**config.mk**
```make
export PLATFORM = sky130hd
export DESIGN_NAME = prce_mem
export DESIGN_NICKNAME = d
export VERILOG_FILES = /design/src/design/prce_pkg.sv /design/src/design/prce_mem.sv
export SDC_FILE = /design/constraint.sdc
export NUM_CORES = 2
export LEC_CHECK = 0
export ABC_CLOCK_PERIOD_IN_PS = 6500
export BUFFER_PORTS_ARGS = -buffer_cell sky130_fd_sc_hd__buf_2
export CORE_MARGIN = 2
export CORE_UTILIZATION = 36
export CTS_CLUSTER_DIAMETER = 40
export DETAILED_ROUTE_END_ITERATION = 16
export GPL_TIMING_DRIVEN = 0
export SLEW_MARGIN = 15
export SYNTH_ARGS = -nofsm -noshare
export SYNTH_HDL_FRONTEND = slang
export SYNTH_MEMORY_MAX_BITS = 65536
export SYNTH_SLANG_ARGS = --single-unit
```
**constraint.sdc**
```tcl
create_clock -name clk -period 6.5 [get_ports clk]
set_input_delay 0.65 -clock clk [delete_from_list [all_inputs] [get_ports clk]]
set_output_delay 0.65 -clock clk [all_outputs]
set_load 0.05 [all_outputs]
```
**src/design/prce_pkg.sv**
```systemverilog
// shared types, codes and helpers for the palette ram color encoder
package prce_pkg;

  localparam int PAL_AW    = 9;
  localparam int PAL_DW    = 9;
  localparam int PAL_DEPTH = 512;

  // transaction kinds; code 3 has no meaning and is served by default arms
  localparam logic [1:0] MODE_WRITE  = 2'd0;
  localparam logic [1:0] MODE_READ   = 2'd1;
  localparam logic [1:0] MODE_LOOKUP = 2'd2;

  // bus register ports
  localparam logic [1:0] PORT_ADDR_LO = 2'd0;
  localparam logic [1:0] PORT_ADDR_HI = 2'd1;
  localparam logic [1:0] PORT_DATA_LO = 2'd2;
  localparam logic [1:0] PORT_DATA_HI = 2'd3;

  localparam logic [PAL_AW-1:0] PAL_LAST = PAL_AW'(PAL_DEPTH - 1);

  typedef enum logic [1:0] {
    ST_CLEAR,
    ST_IDLE,
    ST_EXEC
  } state_t;

  // one write port and one read port of the palette memory
  typedef struct packed {
    logic              we;
    logic [PAL_AW-1:0] waddr;
    logic [PAL_DW-1:0] wdata;
    logic              re;
    logic [PAL_AW-1:0] raddr;
  } mem_req_t;

  // three-bit level times 36, as 32*f + 4*f
  function automatic logic [7:0] expand_level(input logic [2:0] f);
    expand_level = {f, 5'b00000} + {3'b000, f, 2'b00};
  endfunction

endpackage

```
**src/design/prce_mem.sv**
```systemverilog
// palette storage: 512 x 9 synchronous ram, one write and one registered read port
module prce_mem (
  input  logic                           clk,
  input  prce_pkg::mem_req_t             req,
  output logic [prce_pkg::PAL_DW-1:0]    rdata
);

  logic [prce_pkg::PAL_DW-1:0] mem [prce_pkg::PAL_DEPTH];
  logic [prce_pkg::PAL_DW-1:0] rdata_r;

  always_ff @(posedge clk) begin
    if (req.we) begin
      mem[req.waddr] <= req.wdata;
    end
  end

  always_ff @(posedge clk) begin
    if (req.re) begin
      rdata_r <= mem[req.raddr];
    end
  end

  assign rdata = rdata_r;

endmodule

```
==> results.tsv <==
stage	metric	value	unit
synth	Async S/R FF share, synth	0	%
clocking	worst skew pair latency	1090	ps
route	initial drt markers	18690	
worst_hold_path	HP Class	in2reg	
die	die area	505000	sq um
worst_setup_path	capturing point of the worst reg2reg path	rdata[5]$_DFFE_PP_	
route	total length of routed wires	646000	um
power	sequential power share	47.6	%
worst_setup_path	critical path's slowest cell	buf_2	
worst_hold_path	Hold Path End	mem[61][5]$_DFFE_PP_	
timing	Final Cycle Share	92.4	%
grt	vias in the first global route	96812	
die	core area	497000	sq um
final_layout	final instance area	210000	sq um
die	Cell Rows	259	
route	M1 WL	231000	um
final_layout	Layout Utilization	42.3	%
power	leakage	66.6	nW
clocking	CTS tree	yes	
timing	Final Hold Viols	0	
grt	largest net degree at the start of global routing	133	
clocking	CTS Buf Count	573	
timing	skew final	48.5	ps
route	wire length on met2	282000	um
worst_setup_path	CP required	7320	ps
synth	EDFF count, synth	4617	
die	Die Span Y	711	um
clocking	CTS Buffer Depth	4	
clocking	CTS clock-pin slew for the worst setup and hold paths	60	ps
synth	Mapped Area	180000	sq um
worst_setup_path	kind of critical path	in2reg	
final_layout	# nets final	9627	
worst_setup_path	critical path fanouts, max	13	
synth	Yosys reg bits	4617	
power	Comb pwr share	5.7	%
synth	top_reg_cell synth	edfxtp_1	
synth	Syn Area/Cell	20.2	sq um
worst_setup_path	CP delay by family, top	buffers and inverters	
die	starting density of the core	36.1	%
worst_setup_path	Worst R2R Path Depth	7	
worst_hold_path	hold depth	1	
worst_setup_path	Crit. Startpoint	req[2]	
route	via-per-instance ratio	6.06	
place	Area after DPL	191000	sq um
power	internal cell power	52.9	mW
route	WL/cell	38.5	um
place	DP Wirelength	452000	um
power	sw frac	23.3	%
place	IO Port Bufs	31	
clocking	Clock Sinks	4617	
timing	clock period minus worst slack	6010	ps
place	GPL Wtd Cong	0.989	
timing	Rel. slew slack	4.74	%
route	Highest Signal Layer	met5	
synth	Synth Instances	8888	
grt	grt ovf	0	
worst_setup_path	critical-path cell list	buf_2 > buf_2 > buf_2 > buf_2 > buf_1 > a21oi_1 > o21ai_0 > nand4_1 > nand4_1 > and4bb_1	
clocking	# resized after CTS	0	
route	Final ANT Viol Nets	0	
final_layout	P&R area growth vs syn	17.1	%
power	maximum VDD drop	0.276	mV
timing	final slew viol count	0	
worst_hold_path	hold_sp	req[15]	
worst_setup_path	Worst Path Buf+Inv	5	
timing	RSZ-0062 raised after global routing	false	
grt	initial antenna violation count	88	
timing	final count of negative-setup-slack endpoints	0	
route	DR WL met3	85300	um
final_layout	share of cells above drive strength 1	21.8	%
worst_setup_path	Crit path top cell by count	buf_2	
timing	Fmax achieved	0.166	GHz
synth	sequential share of the synthesized area	77.2	%
run	MaxCap Viol Count	0	
worst_setup_path	Reg-to-Reg Start	mem[457][5]$_DFFE_PP_	
grt	Total GRT Usage	24.9	%
die	top-level port count	39	
clocking	CTS H-tree depth	6	
worst_setup_path	CP max stage delay	940	ps
grt	global-route wire length before repair	850000	um
worst_setup_path	Startpoint Class	input port	
power	clock network fraction of design power	46.7	%
route	Residual DRC	0	
power	P_sw	16.1	mW
synth	synth warn	0	
synth	Mapped Nets	8918	
power	overall power	69.0	mW
power	P per Cell Area	328	nW/um^2
worst_setup_path	R2R setup slack	2230	ps
route	first-pass detailed-route iteration total	9	
worst_setup_path	WP depth	10	
worst_setup_path	Arr. time, crit path	6820	ps
run_status	status	complete, no violations	
worst_setup_path	Worst Setup End Kind	register	
clocking	Clock Tree Root	clkbuf_16	
die	Die Wd	711	um
synth	post-synthesis cell type count	50	
timing	Worst Tran Pin Value	1430	ps
final_layout	FILL cells	42802	
route	vias	101664	
## how the worst max path moves through the flow
stage	endpoint	slack, ps
after global routing	rdata[5]$_DFFE_PP_	870
after floorplan	rdata[0]$_DFFE_PP_	3670
after global placement	mem[116][3]$_DFFE_PP_	-3380
after CTS	rdata[6]$_DFFE_PP_	850
after detailed placement	rdata[5]$_DFFE_PP_	-220
final	rdata[5]$_DFFE_PP_	490
## kinds of logic after synthesis
group | after synthesis | share of synthesized area [%]
muxes | 1643 | 14.4
AOI/OAI and AO/OA | 1102 | 4.30
buffers and inverters | 566 | 1.85
and+or+nand+nor | 960 | 2.33
DFF | 4617 | 77.2
## what timing repair did
| item | CTS | global route |
|---|---|---|
| setup buffers | 0 | 0 |
| hold endpoints to repair | 22 | 0 |
| hold buffers | 1 | 0 |
## registers in the layout, summed over array words and instances (netlist names)
register / flops
rdata: 9
mem: 4608
## per-layer routing
metal  vias to the layer above  global-route usage (%)
met5                         -                   0.533
met4                        44                    15.4
met3                      1624                    7.89
met2                      8033                    36.9
met1                     53085                    32.0
li1                      38878                       -
## cells in the mapped netlist, types with 2 or more instances
cell type | instances | area [sq um]
edfxtp_1 | 4617 | 139000
mux2i_1 | 879 | 8800
mux4_2 | 747 | 16800
nor2_1 | 601 | 2260
o221ai_1 | 425 | 3720
clkbuf_1 | 243 | 912
a21oi_1 | 217 | 1090
o22ai_1 | 192 | 1200
o21ai_0 | 128 | 641
nand2_1 | 125 | 469
buf_4 | 85 | 638
buf_2 | 84 | 420
nand4_1 | 66 | 413
buf_1 | 63 | 236
buf_6 | 61 | 687
a22oi_1 | 51 | 383
nor3_1 | 46 | 230
nor4_1 | 27 | 169
nand3_1 | 25 | 125
buf_8 | 20 | 300
o31ai_1 | 19 | 143
and2_1 | 17 | 106
mux2_2 | 17 | 191
o21ai_1 | 17 | 85.1
a211oi_1 | 15 | 113
a31oi_1 | 13 | 81.3
and3_1 | 9 | 56.3
a221o_1 | 8 | 80.1
and4_1 | 8 | 70.1
and4bb_1 | 8 | 100
o22a_1 | 8 | 70.1
nor2b_1 | 7 | 43.8
buf_12 | 6 | 120
o221ai_2 | 6 | 90.1
nor3b_1 | 5 | 37.5
nand2b_1 | 4 | 25.0
inv_1 | 3 | 11.3
or3_1 | 3 | 18.8
nand3b_1 | 2 | 15.0
## cells in the final DEF, fill, tap and decap left out, types with 62 or more instances in the layout
cell       instances
o22ai_1          192
a21oi_1          216
o21ai_0          128
nand4_1           66
clkbuf_2          83
diode_2           62
clkinv_2          66
nor2_1           581
mux4_2           747
o221ai_1         425
edfxtp_1        4617
mux2i_1          879
buf_6             67
nand2_1          125
buf_16            68
clkinv_1          73
clkbuf_16        578
buf_2            137
buf_4             89
clkbuf_1         236
## cell type report
type                    count  area, sq um  area share (%)
clock inverters           386         4490            2.14
repair buffers            134         2710            1.29
flip-flops and latches   4617       139000            65.9
diodes                     62          155          0.0738
multi-input cells        3705        37800            18.0
clock buffers             654        14700            7.01
plain buffers             562         3460            1.64
well taps                6655         8330            3.96
inverters                   4         15.0         0.00714
## per-stage QoR
step	setup WS [ps]	hold WS, ps	instances	TNS (ps)
after floorplan	3670	749	8888	0
after global placement	-3380	1190	15574	-
after detailed placement	-221	1020	15675	-765
after CTS	848	34.4	16716	0
after global routing	867	58.8	16731	0
final	493	63.6	16779	0
## power groups by stage
stage                     Combinational, mW  Sequential [mW]  Clock [mW]
final                                  3.95             32.8        32.2
after global routing                   3.93             32.8        33.5
after CTS                              3.81             32.8        32.2
after detailed placement               3.80             33.4           0
after global placement                 3.61             33.7           0
after floorplan                        1.57             33.5           0
No activity file was read; power rests on OpenSTA's default activity.
