## src/design/prce_pkg.sv

```systemverilog
// shared types, codes and helpers for the palette ram color encoder
package prce_pkg;

  localparam int PAL_AW    = 9;
  localparam int PAL_DW    = 9;
  localparam int PAL_DEPTH = 512;

  // transaction kinds; code 3 has no meaning and is served by default arms
  localparam logic [1:0] MODE_WRITE  = 2'd0;
  localparam logic [1:0] MODE_READ   = 2'd1;
  localparam logic [1:0] MODE_LOOKUP = 2'd2;

  // bus register ports
  localparam logic [1:0] PORT_ADDR_LO = 2'd0;
  localparam logic [1:0] PORT_ADDR_HI = 2'd1;
  localparam logic [1:0] PORT_DATA_LO = 2'd2;
  localparam logic [1:0] PORT_DATA_HI = 2'd3;

  localparam logic [PAL_AW-1:0] PAL_LAST = PAL_AW'(PAL_DEPTH - 1);

  typedef enum logic [1:0] {
    ST_CLEAR,
    ST_IDLE,
    ST_EXEC
  } state_t;

  // one write port and one read port of the palette memory
  typedef struct packed {
    logic              we;
    logic [PAL_AW-1:0] waddr;
    logic [PAL_DW-1:0] wdata;
    logic              re;
    logic [PAL_AW-1:0] raddr;
  } mem_req_t;

  // three-bit level times 36, as 32*f + 4*f
  function automatic logic [7:0] expand_level(input logic [2:0] f);
    expand_level = {f, 5'b00000} + {3'b000, f, 2'b00};
  endfunction

endpackage

```

## src/design/prce_ctrl.sv

```systemverilog
// sequencer: clear sweep, transaction capture, read-modify-write and result registers
module prce_ctrl (
  input  logic                           clk,
  input  logic                           rst_n,
  input  logic                           start,
  output logic                           busy,
  input  logic [1:0]                     in_mode,
  input  logic [1:0]                     in_port,
  input  logic [7:0]                     in_write_data,
  input  logic [8:0]                     in_pixel_index,
  output prce_pkg::mem_req_t             mem_req,
  input  logic [prce_pkg::PAL_DW-1:0]    mem_rdata,
  output logic                           out_valid,
  output logic [7:0]                     out_read_data,
  output logic [7:0]                     out_red,
  output logic [7:0]                     out_green,
  output logic [7:0]                     out_blue
);

  prce_pkg::state_t state_r, state_nxt;

  logic [prce_pkg::PAL_AW-1:0] clr_cnt_r, clr_cnt_nxt;
  logic [prce_pkg::PAL_AW-1:0] addr_r, addr_nxt;
  logic [1:0]                  clk_sel_r, clk_sel_nxt;

  logic [1:0] mode_r;
  logic [1:0] port_r;
  logic [7:0] wd_r;

  logic       out_valid_r, out_valid_nxt;
  logic [7:0] read_data_r, read_data_nxt;
  logic [7:0] red_r, red_nxt;
  logic [7:0] green_r, green_nxt;
  logic [7:0] blue_r, blue_nxt;

  logic                        accept;
  logic                        exec;
  logic                        wr_en;
  logic [prce_pkg::PAL_DW-1:0] wr_data;

  // next state
  always_comb begin
    state_nxt = state_r;
    case (state_r)
      prce_pkg::ST_CLEAR: begin
        if (clr_cnt_r == prce_pkg::PAL_LAST) state_nxt = prce_pkg::ST_IDLE;
      end
      prce_pkg::ST_IDLE: begin
        if (start) state_nxt = prce_pkg::ST_EXEC;
      end
      prce_pkg::ST_EXEC: state_nxt = prce_pkg::ST_IDLE;
      default: state_nxt = prce_pkg::ST_CLEAR;
    endcase
  end

  // state outputs
  always_comb begin
    busy        = 1'b1;
    accept      = 1'b0;
    exec        = 1'b0;
    clr_cnt_nxt = clr_cnt_r;
    mem_req     = '0;
    case (state_r)
      prce_pkg::ST_CLEAR: begin
        mem_req.we    = 1'b1;
        mem_req.waddr = clr_cnt_r;
        mem_req.wdata = '0;
        clr_cnt_nxt   = clr_cnt_r + prce_pkg::PAL_AW'(1);
      end
      prce_pkg::ST_IDLE: begin
        busy        = 1'b0;
        accept      = start;
        mem_req.re  = start;
        mem_req.raddr = (in_mode == prce_pkg::MODE_LOOKUP) ? in_pixel_index : addr_r;
      end
      prce_pkg::ST_EXEC: begin
        exec          = 1'b1;
        mem_req.we    = wr_en;
        mem_req.waddr = addr_r;
        mem_req.wdata = wr_data;
      end
      default: begin
        busy = 1'b1;
      end
    endcase
  end

  // datapath of the executing transaction
  always_comb begin
    addr_nxt      = addr_r;
    clk_sel_nxt   = clk_sel_r;
    wr_en         = 1'b0;
    wr_data       = mem_rdata;
    out_valid_nxt = exec;
    read_data_nxt = '0;
    red_nxt       = '0;
    green_nxt     = '0;
    blue_nxt      = '0;
    if (exec) begin
      case (mode_r)
        prce_pkg::MODE_WRITE: begin
          case (port_r)
            prce_pkg::PORT_ADDR_LO: addr_nxt = {addr_r[8], wd_r};
            prce_pkg::PORT_ADDR_HI: begin
              addr_nxt    = {wd_r[0], addr_r[7:0]};
              clk_sel_nxt = wd_r[3:2];
            end
            prce_pkg::PORT_DATA_LO: begin
              wr_en   = 1'b1;
              wr_data = {mem_rdata[8], wd_r};
            end
            default: begin
              wr_en    = 1'b1;
              wr_data  = {wd_r[0], mem_rdata[7:0]};
              addr_nxt = addr_r + prce_pkg::PAL_AW'(1);
            end
          endcase
        end
        prce_pkg::MODE_READ: begin
          case (port_r)
            prce_pkg::PORT_ADDR_LO: read_data_nxt = addr_r[7:0];
            prce_pkg::PORT_ADDR_HI: read_data_nxt = {4'b0000, clk_sel_r, 1'b0, addr_r[8]};
            prce_pkg::PORT_DATA_LO: read_data_nxt = mem_rdata[7:0];
            default: begin
              read_data_nxt = {7'b0000000, mem_rdata[8]};
              addr_nxt      = addr_r + prce_pkg::PAL_AW'(1);
            end
          endcase
        end
        prce_pkg::MODE_LOOKUP: begin
          blue_nxt  = prce_pkg::expand_level(mem_rdata[2:0]);
          red_nxt   = prce_pkg::expand_level(mem_rdata[5:3]);
          green_nxt = prce_pkg::expand_level(mem_rdata[8:6]);
        end
        default: begin
          read_data_nxt = '0;
        end
      endcase
    end
  end

  always_ff @(posedge clk) begin
    if (!rst_n) begin
      state_r     <= prce_pkg::ST_CLEAR;
      clr_cnt_r   <= '0;
      addr_r      <= '0;
      clk_sel_r   <= '0;
      out_valid_r <= 1'b0;
    end else begin
      state_r     <= state_nxt;
      clr_cnt_r   <= clr_cnt_nxt;
      addr_r      <= addr_nxt;
      clk_sel_r   <= clk_sel_nxt;
      out_valid_r <= out_valid_nxt;
    end
  end

  always_ff @(posedge clk) begin
    if (accept) begin
      mode_r <= in_mode;
      port_r <= in_port;
      wd_r   <= in_write_data;
    end
    read_data_r <= read_data_nxt;
    red_r       <= red_nxt;
    green_r     <= green_nxt;
    blue_r      <= blue_nxt;
  end

  assign out_valid     = out_valid_r;
  assign out_read_data = read_data_r;
  assign out_red       = red_r;
  assign out_green     = green_r;
  assign out_blue      = blue_r;

  a_accept_gives_result: assert property (@(posedge clk) disable iff (!rst_n)
    (start && !busy) |-> ##2 out_valid)
    else $error("accepted transaction produced no result");

  a_single_strobe: assert property (@(posedge clk) disable iff (!rst_n)
    out_valid |=> !out_valid)
    else $error("result strobe held for more than one cycle");

  a_clear_ends: assert property (@(posedge clk) disable iff (!rst_n)
    (state_r == prce_pkg::ST_CLEAR && clr_cnt_r == prce_pkg::PAL_LAST)
      |=> state_r == prce_pkg::ST_IDLE)
    else $error("clear sweep did not finish after the last entry");

  a_write_owner: assert property (@(posedge clk) disable iff (!rst_n)
    mem_req.we |-> (state_r == prce_pkg::ST_CLEAR || state_r == prce_pkg::ST_EXEC))
    else $error("palette written outside clear sweep or execution");

  a_addr_stable_in_exec: assert property (@(posedge clk) disable iff (!rst_n)
    (state_r == prce_pkg::ST_EXEC) |-> $stable(addr_r))
    else $error("palette address moved between read and write back");

endmodule

```

## config.mk

```make
export PLATFORM = sky130hd
export DESIGN_NAME = prce_ctrl
export DESIGN_NICKNAME = d
export VERILOG_FILES = /design/src/design/prce_pkg.sv /design/src/design/prce_ctrl.sv
export SDC_FILE = /design/constraint.sdc
export NUM_CORES = 1
export LEC_CHECK = 0
export BUFFER_PORTS_ARGS = -buffer_cell sky130_fd_sc_hd__clkbuf_2
export CORE_MARGIN = 3
export CORE_UTILIZATION = 30
export DETAILED_ROUTE_END_ITERATION = 10
export GPL_ROUTABILITY_DRIVEN = 0
export GPL_TIMING_DRIVEN = 0
export HOLD_SLACK_MARGIN = 0.08
export PLACE_DENSITY = 0.5
export SLEW_MARGIN = 10
export SYNTH_ARGS = -nofsm -noshare
export SYNTH_HDL_FRONTEND = slang
export SYNTH_SLANG_ARGS = --single-unit
```

## constraint.sdc

```tcl
create_clock -name clk -period 2.33 [get_ports clk]
set_input_delay 0.466 -clock clk [delete_from_list [all_inputs] [get_ports clk]]
set_output_delay 0.466 -clock clk [all_outputs]
set_load 0.1 [all_outputs]
```

==> results of run 1 <==
==> cell type report <==
class,instances,share of cell area
plain buffers,37,0.0602
clock buffers,5,0.0167
clock inverters,3,0.00638
inverters,9,0.00821
multi-input cells,228,0.405
flip-flops and latches,52,0.282
well taps,108,0.0328
repair buffers,97,0.188
==> layer usage <==
metal,up-vias,wire length (um),GRT usage
met5,-,0,0
met4,0,90,0.0454
met3,7,320,0.0239
met2,60,4100,0.271
met1,1244,3820,0.210
li1,1312,-,-
==> Yosys cell counts, drive strengths merged, types with 2 or more instances <==
cell type,number,area [sq um]
nor4b,3,26.3
inv,8,30.0
a31oi,2,12.5
or2,2,12.5
and2,11,68.8
o32ai,3,33.8
nor2b,4,32.5
edfxtp,12,360
o21a,2,15.0
a21oi,29,145
mux2i,18,180
xor2,6,52.6
buf,31,208
o221ai,2,17.5
nand2,44,165
and3,3,18.8
nor3,3,15.0
nor2,36,145
o21ai,8,43.8
dfxtp,40,801
nor3b,3,33.8
ha,3,37.5
and4,3,26.3
nand4,6,37.5
clkbuf,7,26.3
or3,3,18.8
nand2b,4,25.0
nand3,8,40.0
==> per-stage QoR <==
step | setup WS (ps) | cells
final | -61.5 | 539
after global routing | -164 | 539
after CTS | -116 | 539
after detailed placement | -267 | 524
after global placement | -250 | 524
after floorplan | -6.72 | 327
==> registers in the layout (all words and copies together) (netlist names) <==
name,cells
mode_r,2
clr_cnt_r,9
out_blue,3
state_r,2
out_red,3
out_green,3
addr_r,9
clk_sel_r,2
out_valid,1
out_read_data,8
port_r,2
wd_r,8
==> worst register-to-register path: cells and delay by family, from the launching register on <==
kind	cells	cell delay, ps
AO/OA/AOI/OAI	2	520
adder cells (fa/ha/maj)	1	320
flip-flops	1	570
AND/OR/NAND/NOR	2	390
==> cell families (layout without fill, tap and decap cells) <==
| family | count (synthesis) | count (layout) | synth area share |
|---|---|---|---|
| adder cells (fa/ha/maj) | 3 | 3 | 0.0135 |
| AND/OR/NAND/NOR | 136 | 136 | 0.248 |
| AO/OA/AOI/OAI | 57 | 57 | 0.131 |
| other | 1 | 6 | 0.00134 |
| buffers and inverters | 47 | 151 | 0.0960 |
| XOR/XNOR | 7 | 7 | 0.0220 |
| multiplexers | 19 | 19 | 0.0726 |
| flip-flops | 52 | 52 | 0.416 |
==> power by group through the flow <==
stage	clock, mW	combinational (mW)	sequential (mW)
after CTS	0.581	0.171	0.930
final	0.561	0.172	0.930
after detailed placement	0	0.170	0.951
after global placement	0	0.170	0.951
after floorplan	0	0.123	0.950
after global routing	0.616	0.184	0.931
==> repair_timing <==
action | in CTS | in global routing
setup buffers | 8 | 0
pin swaps | 6 | 6
resized for setup | 52 | 34
endpoints found under the setup margin | 29 | 25
==> worst max-delay path by stage <==
| stage | startpoint | end |
|---|---|---|
| finish | mode_r[0]$_DFFE_PP_ | mem_req[15] |
| floorplan | mode_r[1]$_DFFE_PP_ | mem_req[10] |
| global placement | mode_r[1]$_DFFE_PP_ | mem_req[17] |
| detailed placement | mode_r[1]$_DFFE_PP_ | mem_req[14] |
| CTS | mode_r[0]$_DFFE_PP_ | mem_req[10] |
| global route | mode_r[0]$_DFFE_PP_ | mem_req[17] |
==> impl_results.md, run 1 <==
* Die Y at 102 um
* Vias in the first global route at about 2500
* Syn avg cell area at 8.67 sq um
* Max Buffers Root-to-Sink at 2
* I/O pin cnt at 96
* Die Footprint at between 0.01 and 0.015 sq mm
* Combinational share of power at 0.103
* Final Hold Fails at 0
* Commonest non-fill, non-tap cell in the layout: clkbuf_2
* Hold worst-path end: wd_r[0]$_DFFE_PP_
* Tcrit/Tclk final at 1.03
* Final setup viols at 8
* Die X at 102 um
* H-tree Lvls at 2
* Crit Path Category: reg -> out
* Worst min-delay path category: in -> reg
* Largest net degree at the start of global routing at 19
* Cell area after synthesis at between 0.002 and 0.003 sq mm
* Total congestion overflow at 0
* Worst path depth at 7
* Flop pwr share at 0.560
* Worst setup slack after layout at -61.5 ps
* FF-to-FF setup slack at between 400 and 500 ps
* Core area at 0.00889 sq mm
* Multi-input logic area at 0.00167 sq mm
* Critical path, cell by cell: buf_6 > or3b_4 > nor2_4 > buf_12 > nand2_2 > a21oi_4 > clkbuf_16
* Number of antenna violations at the first check in global routing at 0
* Delay-heaviest family, CP: simple AND/OR/NAND/NOR gates
* Clock-pin slew on the worst setup and hold paths at 100 ps
* Dpl cell area at approximately 0.0036 sq mm
* CTS Sinks at 52
* RR Endpoint: addr_r[8]$_SDFFE_PN0P_
* Power share of the clock group at 0.337
* Slew headroom at 0.331
* CTS tree: yes
* RSZ-0062 raised after global routing: true
* Critical path capture point type: output pin
* HP Start: in_write_data[0]
* Nets at roughly 470
* First-pass iteration count of the detailed router at 4
* Fillers at around 860
* Synth cell types at between 50 and 60
* Routed len/inst at around 15 um
* Synthesized instance count at between 300 and 400
* Layout Utilization at 0.463
* CP max FO at 8
* Seq cells post-synth at between 50 and 60
* Post-synth EDFFs at 12
* First-pass GRT wire length at ~13 mm
* Total track usage at 0.159
* DRT iter0 DRCs at 84
* Slew @ Worst Pin at around 1000 ps
* Layout Area Growth over Synthesis at 47.5%
* Net Sw Frac at 0.283
* CP startpoint kind: flop
* Final Max Tran Viols at 0
* CTS Root Cell: clkbuf_8
* Fraction of layout cells with a size suffix above 1 at 0.429
* Pwr dens at just over 400 mW/mm^2
* Hold WS at roughly 310 ps
* Min Tclk post-route at roughly 2400 ps
* DRC Markers at 0
* Maximum clock rate at 0.418 GHz
* Total power at 1.66 mW
* Failing checks: setup timing
* Arr. time, crit path at slightly below 2000 ps
* Estimated wirelength of the detail-placed design at around 6 mm
* Initial Utilization at 0.314
* Critical path's slowest cell: edfxtp_1
* Required time worst endpoint at between 1500 and 2000 ps
* Worst vdd rail ir drop at ~0.22 mV
* Maxcap violations at 0
* Via count at 2623
* CTS Hold Bufs at 0
* Top_reg_cell synth: dfxtp_1
* Synth warnings at 0
* Leak at between 1.5 and 2 nW
* Routed vias/inst at ~4.9
* Cell count of the worst hold path at 1
* Crit-path max cell delay at 390 ps
* Final Cell Area at slightly above 0.004 sq mm
* TNS Setup at -399 ps
* Diode count at 0
* Reg2reg path depth at 5
* Most frequent cells in the layout: 60 x clkbuf_2, 40 x dfxtp_1, 36 x nand2_1
* Status: complete, but fails checks
* Internal power at ~1.2 mW
* Async set or reset register ratio after synthesis at 0
* Input/output buffers at 89
* Crit path buf inv count at 3
* Final setup skew at approximately 7.4 ps
* Register area at around 0.0012 sq mm
* Reg-to-reg startpoint: addr_r[0]$_SDFFE_PN0P_
* Sequential-to-total area share from yosys stat at 0.416
* Post-DRT Antenna Nets at 0
* CTS Buf Count at 5
* Final wirelength at 8.34 mm
* Sw power at ~0.47 mW
* Row cnt at 34
* Clk_lat worst skew at around 320 ps
No activity file was read; power rests on OpenSTA's default activity.
==> run 2: changes to the inputs <==
Settings changed: SETUP_SLACK_MARGIN from default to 0.1.
==> impl_results.md, run 2 (synthesis results as in run 1) <==
* H-tree Lvls at 2 (unchanged)
* Diode count at 0 (unchanged)
* Dpl cell area at 0.00363 sq mm (+0.14%)
* CTS Root Cell: clkbuf_8
* Via count at 2641 (+0.69%)
* DRC Markers at 0 (unchanged)
* CTS tree: yes
* Number of antenna violations at the first check in global routing at 0 (unchanged)
* Layout Utilization at 0.467 (+0.00464)
* DRT iter0 DRCs at 142 (+69%)
* Nets at 471 (+1.1%)
* Final setup skew at 8.46 ps (+1.09 ps)
* Failing checks: setup timing
* Final Max Tran Viols at 0 (unchanged)
* RSZ-0062 raised after global routing: true
* Routed len/inst at 14.9 um (-3.8%)
* Estimated wirelength of the detail-placed design at 6.05 mm (-0.25%)
* Maximum clock rate at 0.422 GHz (+0.93%)
* Fillers at 836 (-3.0%)
* Die Footprint at 0.0105 sq mm (unchanged)
* CP startpoint kind: flop
* Multi-input logic area at 0.00168 sq mm (+0.45%)
* Core area at 0.00889 sq mm (unchanged)
* CTS Hold Bufs at 0 (unchanged)
* Register area at 0.00116 sq mm (unchanged)
* Crit Path Category: reg -> out
* Final Cell Area at 0.00416 sq mm (+1.0%)
* Total power at 1.62 mW (-2.7%)
* Fraction of layout cells with a size suffix above 1 at 0.440 (+0.0111)
* First-pass GRT wire length at 12.6 mm (-1.4%)
* Final wirelength at 8.09 mm (-2.9%)
* CTS Sinks at 52 (unchanged)
* Routed vias/inst at 4.85 (-0.24%)
* Hold WS at 330 ps (+16.5 ps)
* Worst min-delay path category: in -> reg
* Final setup viols at 8 (unchanged)
* Maxcap violations at 0 (unchanged)
* Total track usage at 0.154 (-0.00521)
* CTS Buf Count at 5 (unchanged)
* CP max FO at 8 (unchanged)
* Leak at 1.72 nW (+1.5%)
* Required time worst endpoint at 1860 ps (about the same)
* Max Buffers Root-to-Sink at 2 (unchanged)
* Largest registers: addr_r (9), clr_cnt_r (9)
* I/O pin cnt at 96 (unchanged)
* Layout Area Growth over Synthesis at 49.0%
* First-pass iteration count of the detailed router at 6 (+2)
* Status: complete, but fails checks
* Worst vdd rail ir drop at 0.199 mV (-8.6%)
* Slew @ Worst Pin at 941 ps (-61.1 ps)
* Post-DRT Antenna Nets at 0 (unchanged)
* TNS Setup at -218 ps (+181 ps)
* Final Hold Fails at 0 (unchanged)
* Input/output buffers at 89 (unchanged)
* Min Tclk post-route at 2370 ps (-22.1 ps)
* Total congestion overflow at 0 (unchanged)
* Worst setup slack after layout at -39.4 ps (+22.1 ps)
* Clk_lat worst skew at 300 ps (-20 ps)
* Pwr dens at 389 mW/mm^2 (-3.7%)
* Vias in the first global route at 2547 (+1.1%)
* Arr. time, crit path at 1900 ps (-30 ps)
* Most frequent cells in the layout: 62 x clkbuf_2, 40 x dfxtp_1, 36 x nand2_1
* Critical path capture point type: output pin
* Tcrit/Tclk final at 1.02 (-0.00948)
* Slew headroom at 0.372 (+0.0408)
* Initial Utilization at 0.314 (unchanged)
* Largest net degree at the start of global routing at 17 (-2)
* Row cnt at 34 (unchanged)
* Die X at 102 um (unchanged)
* Die Y at 102 um (unchanged)
* Clock-pin slew on the worst setup and hold paths at 90 ps (about the same)
* Commonest non-fill, non-tap cell in the layout: clkbuf_2
-- run 2: changes by cell type in the layout (fill, tap and decap cells not counted) --
| cell | previous run | this run |
|---|---|---|
| clkbuf_2 | 60 | 62 |
| clkinv_2 | 0 | 1 |
| a21oi_2 | 1 | 0 |
| buf_12 | 2 | 4 |
| buf_4 | 23 | 29 |
| clkinv_4 | 1 | 0 |
| clkbuf_8 | 6 | 5 |
| clkbuf_16 | 9 | 8 |
| inv_6 | 2 | 0 |
| inv_4 | 0 | 1 |
| a21oi_4 | 18 | 19 |
| clkbuf_1 | 5 | 3 |
-- run 2: layout make-up --
cell class / instances / share of cell area
Multi-Input combinational cell: 228 / 0.403
Sequential cell: 52 / 0.279
Timing Repair Buffer: 101 / 0.194
Buffer: 38 / 0.0623
Tap cell: 108 / 0.0325
Clock buffer: 6 / 0.0175
Inverter: 9 / 0.00813
Clock inverter: 2 / 0.00271
-- run 2: per-layer routing --
layer | wire length (um) | vias up | track usage
met5 | 0 | - | 0
met4 | 65 | 0 | 0.0252
li1 | - | 1320 | -
met1 | 3610 | 1247 | 0.206
met2 | 4070 | 67 | 0.266
met3 | 341 | 7 | 0.0259
-- run 2: worst paths after layout --
check / from / depth (start not counted) / slack, ps / end
max reg2reg: addr_r[0]$_SDFFE_PN0P_ / 5 / 450 / addr_r[8]$_SDFFE_PN0P_
min reg2reg: clr_cnt_r[8]$_SDFFE_PN0N_ / 2 / 500 / clr_cnt_r[8]$_SDFFE_PN0N_
max: mode_r[0]$_DFFE_PP_ / 7 / -40 / mem_req[10]
min: in_port[1] / 1 / 330 / port_r[1]$_DFFE_PP_
-- run 2: per-stage QoR --
stage	setup WS, ps	cells
finish	-39.4	544
global placement	-98.8	524
detailed placement	-96.1	524
floorplan	64.6	327
global route	-102	544
CTS	-83.3	539
-- run 2: power breakdown --
part	switching, mW	internal (mW)	leakage (nW)	total [mW]
clock network	0.301	0.212	0.0455	0.513
logic	0.127	0.0467	1.25	0.174
registers	0.00522	0.925	0.430	0.930
-- run 2: critical path, cell delays in order (launching register included) --
cell       delay, ps
edfxtp_1         380
buf_6            130
or3b_4           390
nor2_4           110
buf_12           150
nand2_4           60
a21oi_4          160
clkbuf_16        210
-- run 2: repair_timing --
item                       in CTS  in global routing
setup endpoints to repair      30                 28
buffers inserted                7                  5
pin swaps                       7                  6
resized for setup              65                 20
